## src/rtl/core/u8tr_pkg.sv

```systemverilog
// ----------------------------------------------------------------------------
// u8tr_pkg
// Types and constants shared by the 8N1 UART transmitter/receiver.
// ----------------------------------------------------------------------------
package u8tr_pkg;

    localparam int unsigned BAUD_DIV_W = 16;
    localparam int unsigned RX_PHASE_W = 17;
    localparam int unsigned CNT_W      = 4;

    localparam logic [BAUD_DIV_W-1:0] BAUD_DIV_RST   = 16'd1667;
    localparam logic [CNT_W-1:0]      TX_FRAME_BITS  = 4'd10;
    localparam logic [CNT_W-1:0]      TX_START_SLOT  = 4'd9;
    localparam logic [CNT_W-1:0]      TX_STOP_SLOT   = 4'd0;
    localparam logic [CNT_W-1:0]      RX_DATA_BITS   = 4'd8;

    typedef enum logic {
        KIND_TICK  = 1'b0,
        KIND_OFFER = 1'b1
    } t_kind;

    typedef struct packed {
        logic       kind;
        logic       rx_level;
        logic [7:0] tx_byte;
    } t_in_item;

    typedef struct packed {
        logic       tx_line;
        logic       tx_busy;
        logic       tx_dropped;
        logic       rx_valid;
        logic [7:0] rx_byte;
    } t_out_item;

endpackage

```

## src/rtl/core/u8tr_engine.sv

```systemverilog
// ----------------------------------------------------------------------------
// u8tr_engine
// Transmit bit clock, frame shifter and receive sampler; one step per i_step, for tick and offer items alike.
// ----------------------------------------------------------------------------
module u8tr_engine (
    input  logic                 i_clk,
    input  logic                 i_rst_n,
    input  logic                 i_cfg_we,
    input  logic [15:0]          i_cfg_data,
    input  logic                 i_step,
    input  u8tr_pkg::t_in_item   i_item,
    output u8tr_pkg::t_out_item  o_result
);
    import u8tr_pkg::*;

    logic [BAUD_DIV_W-1:0] r_baud_div;
    logic [BAUD_DIV_W-1:0] r_tx_phase,     n_tx_phase;
    logic [CNT_W-1:0]      r_tx_bits_left, n_tx_bits_left;
    logic [7:0]            r_tx_shift,     n_tx_shift;
    logic                  r_tx_level,     n_tx_level;
    logic                  r_rx_active,    n_rx_active;
    logic [RX_PHASE_W-1:0] r_rx_phase,     n_rx_phase;
    logic [CNT_W-1:0]      r_rx_bit_index, n_rx_bit_index;
    logic [7:0]            r_rx_shift,     n_rx_shift;
    logic                  r_rx_prev,      n_rx_prev;

    logic [BAUD_DIV_W:0]   tx_next;
    logic                  dropped;
    logic                  rx_done;
    logic [7:0]            rx_data;

    always_comb begin
        n_tx_phase     = r_tx_phase;
        n_tx_bits_left = r_tx_bits_left;
        n_tx_shift     = r_tx_shift;
        n_tx_level     = r_tx_level;
        dropped        = 1'b0;

        if (i_item.kind == KIND_OFFER) begin
            if (r_tx_bits_left != '0) begin
                dropped = 1'b1;
            end else begin
                n_tx_shift     = i_item.tx_byte;
                n_tx_bits_left = TX_FRAME_BITS;
            end
        end

        tx_next = {1'b0, r_tx_phase} + {{BAUD_DIV_W{1'b0}}, 1'b1};
        if (tx_next >= {1'b0, r_baud_div}) begin
            n_tx_phase = '0;
            if (n_tx_bits_left != '0) begin
                n_tx_bits_left = n_tx_bits_left - 1'b1;
                if (n_tx_bits_left == TX_START_SLOT) begin
                    n_tx_level = 1'b0;
                end else if (n_tx_bits_left == TX_STOP_SLOT) begin
                    n_tx_level = 1'b1;
                end else begin
                    n_tx_level = n_tx_shift[0];
                    n_tx_shift = {1'b0, n_tx_shift[7:1]};
                end
            end
        end else begin
            n_tx_phase = tx_next[BAUD_DIV_W-1:0];
        end
    end

    always_comb begin
        n_rx_active    = r_rx_active;
        n_rx_phase     = r_rx_phase;
        n_rx_bit_index = r_rx_bit_index;
        n_rx_shift     = r_rx_shift;
        n_rx_prev      = i_item.rx_level;
        rx_done        = 1'b0;
        rx_data        = '0;

        if (r_rx_active) begin
            if (r_rx_phase > {{(RX_PHASE_W-1){1'b0}}, 1'b1}) begin
                n_rx_phase = r_rx_phase - 1'b1;
            end else begin
                n_rx_phase = {1'b0, r_baud_div};
                if (r_rx_bit_index < RX_DATA_BITS) begin
                    n_rx_shift[r_rx_bit_index[2:0]] = r_rx_shift[r_rx_bit_index[2:0]]
                                                    | i_item.rx_level;
                    n_rx_bit_index = r_rx_bit_index + 1'b1;
                end else begin
                    rx_done     = 1'b1;
                    rx_data     = r_rx_shift;
                    n_rx_active = 1'b0;
                end
            end
        end else if (r_rx_prev && !i_item.rx_level) begin
            n_rx_active    = 1'b1;
            n_rx_phase     = {1'b0, r_baud_div} + {2'b00, r_baud_div[BAUD_DIV_W-1:1]};
            n_rx_bit_index = '0;
            n_rx_shift     = '0;
        end
    end

    always_comb begin
        o_result.tx_line    = n_tx_level;
        o_result.tx_busy    = (n_tx_bits_left != '0);
        o_result.tx_dropped = dropped;
        o_result.rx_valid   = rx_done;
        o_result.rx_byte    = rx_data;
    end

    always_ff @(posedge i_clk) begin
        if (!i_rst_n) begin
            r_baud_div <= BAUD_DIV_RST;
        end else if (i_cfg_we) begin
            r_baud_div <= i_cfg_data;
        end
    end

    always_ff @(posedge i_clk) begin
        if (!i_rst_n) begin
            r_tx_phase     <= '0;
            r_tx_bits_left <= '0;
            r_tx_shift     <= '0;
            r_tx_level     <= 1'b1;
            r_rx_active    <= 1'b0;
            r_rx_phase     <= '0;
            r_rx_bit_index <= '0;
            r_rx_shift     <= '0;
            r_rx_prev      <= 1'b1;
        end else if (i_step) begin
            r_tx_phase     <= n_tx_phase;
            r_tx_bits_left <= n_tx_bits_left;
            r_tx_shift     <= n_tx_shift;
            r_tx_level     <= n_tx_level;
            r_rx_active    <= n_rx_active;
            r_rx_phase     <= n_rx_phase;
            r_rx_bit_index <= n_rx_bit_index;
            r_rx_shift     <= n_rx_shift;
            r_rx_prev      <= n_rx_prev;
        end
    end

    a_tx_count_range: assert property (@(posedge i_clk) disable iff (!i_rst_n)
        r_tx_bits_left <= TX_FRAME_BITS)
        else $error("tx bit count out of range");

    a_rx_index_range: assert property (@(posedge i_clk) disable iff (!i_rst_n)
        r_rx_bit_index <= RX_DATA_BITS)
        else $error("rx bit index out of range");

    a_rx_done_clears: assert property (@(posedge i_clk) disable iff (!i_rst_n)
        (i_step && rx_done) |=> !r_rx_active)
        else $error("receiver still active after completing a byte");

endmodule

```

## src/rtl/core/uart_8n1_tx_rx.sv

```systemverilog
// ----------------------------------------------------------------------------
// uart_8n1_tx_rx
// Full-duplex 8N1 UART stepped once per accepted transaction, tick or offer.
// Results are registered. Throughput: one transaction per cycle while
// the skid entry is empty; a two-entry output buffer keeps input acceptance
// going while one result waits downstream.
// Reset: clears transmitter and receiver state, line levels idle high,
// the baud divisor returns to 1667.
// ----------------------------------------------------------------------------
module uart_8n1_tx_rx (
    input  logic                 i_clk,
    input  logic                 i_rst_n,
    input  logic                 i_cfg_we,
    input  logic [15:0]          i_cfg_data,
    input  logic                 i_valid,
    output logic                 o_ready,
    input  u8tr_pkg::t_in_item   i_data,
    output logic                 o_valid,
    input  logic                 i_ready,
    output u8tr_pkg::t_out_item  o_data
);
    import u8tr_pkg::*;

    t_out_item r_out;
    t_out_item r_skid;
    logic      r_out_vld;
    logic      r_skid_vld;
    t_out_item step_result;
    logic      accept;
    logic      taken;

    assign o_ready = !r_skid_vld;
    assign accept  = i_valid && o_ready;
    assign taken   = r_out_vld && i_ready;
    assign o_valid = r_out_vld;
    assign o_data  = r_out;

    u8tr_engine u_engine (
        .i_clk      (i_clk),
        .i_rst_n    (i_rst_n),
        .i_cfg_we   (i_cfg_we),
        .i_cfg_data (i_cfg_data),
        .i_step     (accept),
        .i_item     (i_data),
        .o_result   (step_result)
    );

    always_ff @(posedge i_clk) begin
        if (!i_rst_n) begin
            r_out_vld  <= 1'b0;
            r_skid_vld <= 1'b0;
        end else begin
            if (taken && r_skid_vld) begin
                r_out_vld  <= 1'b1;
                r_skid_vld <= 1'b0;
            end else if (accept && (!r_out_vld || taken)) begin
                r_out_vld <= 1'b1;
            end else if (accept) begin
                r_skid_vld <= 1'b1;
            end else if (taken) begin
                r_out_vld <= 1'b0;
            end
        end
    end

    always_ff @(posedge i_clk) begin
        if (taken && r_skid_vld) begin
            r_out <= r_skid;
        end else if (accept && (!r_out_vld || taken)) begin
            r_out <= step_result;
        end
        if (accept && r_out_vld && !taken) begin
            r_skid <= step_result;
        end
    end

    a_skid_behind_out: assert property (@(posedge i_clk) disable iff (!i_rst_n)
        r_skid_vld |-> r_out_vld)
        else $error("skid entry held without an output entry");

    a_stall_fills_skid: assert property (@(posedge i_clk) disable iff (!i_rst_n)
        (accept && r_out_vld && !i_ready) |=> r_skid_vld)
        else $error("transaction accepted during stall was not buffered");

    a_rx_byte_zero: assert property (@(posedge i_clk) disable iff (!i_rst_n)
        (r_out_vld && !r_out.rx_valid) |-> (r_out.rx_byte == 8'd0))
        else $error("rx byte nonzero without rx valid");

endmodule
```

## config.mk

```make
export PLATFORM = sky130hd
export DESIGN_NAME = uart_8n1_tx_rx
export DESIGN_NICKNAME = d
export VERILOG_FILES = /design/src/rtl/core/u8tr_pkg.sv /design/src/rtl/core/u8tr_engine.sv /design/src/rtl/core/uart_8n1_tx_rx.sv
export SDC_FILE = /design/constraint.sdc
export NUM_CORES = 1
export LEC_CHECK = 0
export BUFFER_PORTS_ARGS = -buffer_cell sky130_fd_sc_hd__buf_4
export CAP_MARGIN = 20
export CORE_MARGIN = 5
export CORE_UTILIZATION = 25
export CTS_CLUSTER_DIAMETER = 120
export DETAILED_ROUTE_END_ITERATION = 16
export GPL_TIMING_DRIVEN = 0
export PLACE_DENSITY = 0.49
export SLEW_MARGIN = 15
export SYNTH_ARGS = -nofsm -noshare
export SYNTH_HDL_FRONTEND = slang
export SYNTH_HIERARCHICAL = 1
export SYNTH_SLANG_ARGS = --single-unit
```

## constraint.sdc

```tcl
create_clock -name i_clk -period 4.8 [get_ports i_clk]
set_input_delay 0.96 -clock i_clk [delete_from_list [all_inputs] [get_ports i_clk]]
set_output_delay 0.96 -clock i_clk [all_outputs]
set_load 0.005 [all_outputs]
```

Word-level counts from Yosys, hierarchy flattened
Index checks and enable logic that the tools add are counted.
- bits of input ports: 31
- register bits after elaboration: 102
- mux-type cells: 49
- add/sub/neg operators: 5
- reduce and logical (&&, ||, !) cells: 25
- eq/ne operators: 4
- order comparisons: 5
- bitwise operators: 3
- operators with widths (operator ; number):
    $mux W8 ; 13
    $mux W17 ; 3
    $mux W4 ; 8
    $mux W12 ; 2
    $mux W1 ; 19
    $add A16 B1 Y17 const B ; 1
    $add A16 B15 Y17 ; 1
    $ge A17 B16 Y1 ; 1
    $gt A17 B1 Y1 const B ; 1
    $sub A17 B1 Y17 const B ; 1
    $mux W16 ; 1
    $reduce_bool A4 Y1 ; 3
    $bwmux W8 ; 1
    $logic_and A1 B1 Y1 ; 8
    $reduce_and A2 Y1 ; 3
    $add A4 B1 Y4 const B ; 1
    $eq A4 B4 Y1 const B ; 1
    $logic_not A1 Y1 ; 4
    $logic_not A4 Y1 ; 1
    $lt A3 B4 Y1 const B ; 1
    $lt A4 B4 Y1 const B ; 1
    $ne A2 B2 Y1 const B ; 2
    $reduce_and A4 Y1 ; 1
    $reduce_bool A2 Y1 ; 2
    other kinds (10) ; 11

Depth between registers and ports, before layout
- depth in word-level cells: 11
- depth in mapped cells: 15
- depth with buffers taken out: 13

Hierarchy
The synthesis kept the hierarchy.
- modules (own cells, without submodules) (module ; instances ; seq. area each (um2) ; area each (um2) ; cells each):
    u8tr_engine ; 1 ; 1521.5 ; 5667.9 ; 725
    uart_8n1_tx_rx ; 1 ; 760.7 ; 1019.7 ; 54

Least setup slack after synthesis
OpenSTA, ideal clock, no wires.
- kind: register to register
- start point: reg u_engine.r_tx_phase[0]
- end point: reg r_out (netlist bit o_data[10]), data pin
- path slack: 1436 ps
- setup time: 260 ps
- buffers on the path: 1
- required time: 4540 ps
- arrival: 3104 ps
- stages on the path, launching flop included: 15
- cell sequence: dfxtp_1 ha_1 nand3_4 nor3_4 nand3_1 xnor2_1 ha_1 a211o_1 o211ai_1 a21oi_1 a211o_1 buf_6 a211oi_1 o32ai_1 mux2_4
- RTL lines (element ; RTL line ; source):
    from (decl) ; u8tr_engine.sv:17 ; logic [BAUD_DIV_W-1:0] r_tx_phase, n_tx_phase;
    from (signal assigned) ; u8tr_engine.sv:127 ; r_tx_phase <= n_tx_phase;
    to (signal assigned) ; uart_8n1_tx_rx.sv:68 ; r_out <= r_skid;
    to (signal assigned) ; uart_8n1_tx_rx.sv:70 ; r_out <= step_result;
    to (decl) ; uart_8n1_tx_rx.sv:24 ; t_out_item r_out;

==> metrics.md <==
| Metric | Value |
|---|---|
| DRC errors left | 0 |
| Final Critical Period | 4.35 ns |
| Clock Sinks | 102 |
| CTS tree | done |
| Nets | 905 |
| Clock Pin Slew Worst Setup and Hold Paths | 0.08 ns |
| Die Y | 174 um |
| Post-synthesis simple-gate area fraction | 22.5% |
| Pwr dens | 282 nW/um^2 |
| Slowest-stage cell, CP | a211oi_2 |
| #FFs+latches synth | 102 |
| Post-Route Skew | 0.0165 ns |
| Startpoint types | flip-flop |
| Mapped Nets | 850 |
| Worst Max-Slew Pin Slew | 0.981 ns |
| Syn avg cell area | 8.58 um^2 |
| First-pass DRT Iterations | 5 |
| Post-layout util | 29.4% |
| Core area | 26200 um^2 |
| Die ar. | 30100 um^2 |
| Deepest clock path buffer count | 2 |
| Final setup fails | 0 |
| Mapped Cells | 779 |
| First-pass GRT wire length | 30600 um |
| Asr flop ratio synth | 0% |
| Main synth FF type | dfxtp_1 |
| Compound-Gate Fraction of Synth Area | 20.7% |
| Fmax | 230 MHz |
| GRT overflow | 0 |
| Sequential area share after synthesis | 34.1% |
| Initial antenna violation count | 0 |
| N_diodes | 0 |
| Via count | 5978 |
| CTS Root Cell | clkbuf_16 |
| Post-synth EDFFs | 24 |
| Top cells by area, synth | dfxtp_1 23%, edfxtp_1 11%, ha_1 7.3% |
| WP data arrival | 4.57 ns |
| Most frequent CP cell | ha_1 |
| Hold Fails Final Rpt | 0 |
| Largest net degree at the start of global routing | 18 |
| Multiplexer area fraction after synthesis | 5.87% |
| Max Slew Vio Count | 0 |
| Final Wtd Congestion | 0.856 |
| Multi-input gate area | 4050 um^2 |
| Crit-path max cell delay | 0.57 ns |
| Vias in the first global route | 5594 |
| Iter 0 DRT Violations | 325 |
| Peak VDD IR | 0.132 mV |
| Yosys Warn Count | 6 |
| Lkg Pwr | 2.99 nW |
| Yosys top cell by area | dfxtp_1 |
| Crit path cell chain | ha_1, nand3_4, nor3_4, nand3_1, xnor2_1, ha_1, a211o_1, o211ai_1, a21oi_1, a211oi_2, buf_6, buf_2, nor3_1, o32ai_1, mux2_4 |
| Port Buffers | 43 |
| Post-CTS sizing | 0 |
| FP Rows | 59 |
| WHS Path Cells | 2 |
| Hold Path Class | reg -> reg |
| Adder-cell area share of the yosys netlist | 7.60% |
| # fillers | 2838 |
| WL final | 18900 um |
| Most frequent cell after synthesis | nand2_1 |
| Crit path capture type | flip-flop |
| Final period utilization | 90.6% |
| Status | finished, final reports clean |
| GRT Resource Usage Total | 12.5% |
| Initial core utilization | 25.5% |
| Largest family of logic cells by synthesized area | simple AND/OR/NAND/NOR gates |
| Max Cap Viol | 0 |
| Post-CTS setup repair buffer count | 0 |
| Worst r2r path cells | 15 |
| Clock Latency Late Sink | 0.37 ns |
| Residual antenna-violating net count after detailed routing | 0 |
| Setup TNS | 0 ns |
| Wire length per cell | 16.1 um |
| Netlist cell types | 78 |
| Commonest cells post-synth | 84 x nand2_1, 78 x dfxtp_1, 57 x nor2_1, 48 x a21oi_1, 39 x ha_1 |
| Slew HR | 34.2% |
| Die Wd | 174 um |
| Register area | 2280 um^2 |
| Critical path required time | 5.03 ns |
| Average vias per placed instance | 5.09 |
| Synth top area share | 23.3% |
| Crit Path Max Fanout | 10 |
| Cts bufs inserted | 9 |
| Cell Area, Synth | 6690 um^2 |
| Xor and xnor area share after synthesis | 3.80% |
| Area delta synth->final | 15.3% |
| IO Count | 45 |
| Share of layout cells above drive strength 1 | 12.8% |
| H-tree levels | 3 |
| RSZ-0062 raised after global routing | false |
| Post-DP HPWL | 14400 um |
| Hold Buf Count CTS | 0 |
| WS Path Type | reg -> reg |
==> sequential cells by signal, indices dropped and copies added (netlist names) <==
register and count:
u_engine/r_rx_active 1, u_engine/r_rx_shift 8, u_engine/r_rx_phase 17, o_data 12, u_engine/r_rx_prev 1, r_skid_vld 1, u_engine/r_tx_level 1, o_valid 1
u_engine/r_tx_shift 8, r_skid 12, u_engine/r_tx_bits_left 4, u_engine/r_baud_div 16, u_engine/r_rx_bit_index 4, u_engine/r_tx_phase 16
==> power breakdown <==
group	internal, mW	switching, mW
clock	0.352	0.348
sequential	0.918	0.0461
combinational	0.201	0.308
total	1.47	0.702
==> through the flow <==
step / setup slack (ns) / area [um^2] / hold WS, ns / instances / total power, mW
2_1_floorplan: 1.44 / 6690 / 0.432 / 779 / 1.33
3_3_place_gp: 0.573 / 7430 / 0.448 / 1157 / 1.49
3_5_place_dp: 0.511 / 7430 / 0.457 / 1157 / 1.49
4_1_cts: 0.466 / 7700 / 0.475 / 1173 / 2.20
5_1_grt: 0.144 / 7710 / 0.507 / 1174 / 2.29
6_report: 0.453 / 7710 / 0.472 / 1174 / 2.17
==> worst max-delay path, delay by kind of cell (launching register included) <==
| kind | cells | cell delay, ns |
|---|---|---|
| simple gates | 4 | 0.85 |
| xor+xnor | 1 | 0.26 |
| flops | 1 | 0.48 |
| buf+inv | 2 | 0.47 |
| fa+ha+maj | 2 | 0.62 |
| mux | 1 | 0.23 |
| compound gates | 5 | 1.29 |
==> layout by cell type, fill, tap and decap left out, drive strengths merged, types with 6 or more instances in the layout <==
cell type / n
a211oi: 6
a21oi: 48
a31o: 7
a31oi: 20
and2: 15
and3: 11
buf: 57
clkbuf: 43
dfxtp: 78
edfxtp: 24
ha: 39
inv: 36
mux2: 12
mux2i: 22
nand2: 84
nand3: 35
nand3b: 9
nand4: 8
nand4b: 6
nor2: 57
nor2b: 7
nor3: 17
nor4: 8
o211ai: 17
o21ai: 39
o311ai: 8
o31ai: 6
or3: 8
or4: 12
xnor2: 20
xor2: 9
==> metal layers <==
metal / share of wire (%) / up-vias / GRT usage, %
li1: - / 3008 / -
met1: 50 / 2806 / 17.7
met2: 44 / 140 / 18.9
met3: 4.7 / 24 / 2.73
met4: 1.9 / 0 / 4.26
met5: 0 / - / 0
==> final cells by class <==
class	instances	area share, %
inverters	36	1.75
flip-flops and latches	102	29.6
plain buffers	47	2.92
repair buffers	44	4.28
clock buffers	9	2.92
multi-input cells	594	52.5
clock inverters	7	0.633
well taps	335	5.44
==> final timing paths <==
kind                                                           from                                  end  slack, ns
worst max-delay path            u_engine/r_tx_phase[0]$_SDFFE_PN0P_                 o_data[10]$_DFFE_PP_       0.45
worst min-delay path            u_engine/r_tx_shift[7]$_SDFFE_PN0P_  u_engine/r_tx_shift[7]$_SDFFE_PN0P_       0.47
worst max register to register  u_engine/r_tx_phase[0]$_SDFFE_PN0P_                 o_data[10]$_DFFE_PP_       0.45
worst min register to register  u_engine/r_tx_shift[7]$_SDFFE_PN0P_  u_engine/r_tx_shift[7]$_SDFFE_PN0P_       0.47
==> cells by family (layout without fill, tap and decap cells) <==
| logic type | count (synthesis) | after routing |
|---|---|---|
| AO/OA/AOI/OAI | 205 | 205 |
| XOR/XNOR | 29 | 29 |
| adder cells (fa/ha/maj) | 40 | 40 |
| buffers and inverters | 83 | 143 |
| flip-flops | 102 | 102 |
| multiplexers | 34 | 34 |
| AND/OR/NAND/NOR | 286 | 286 |
Note: power is estimated with default switching activity, not from simulation.
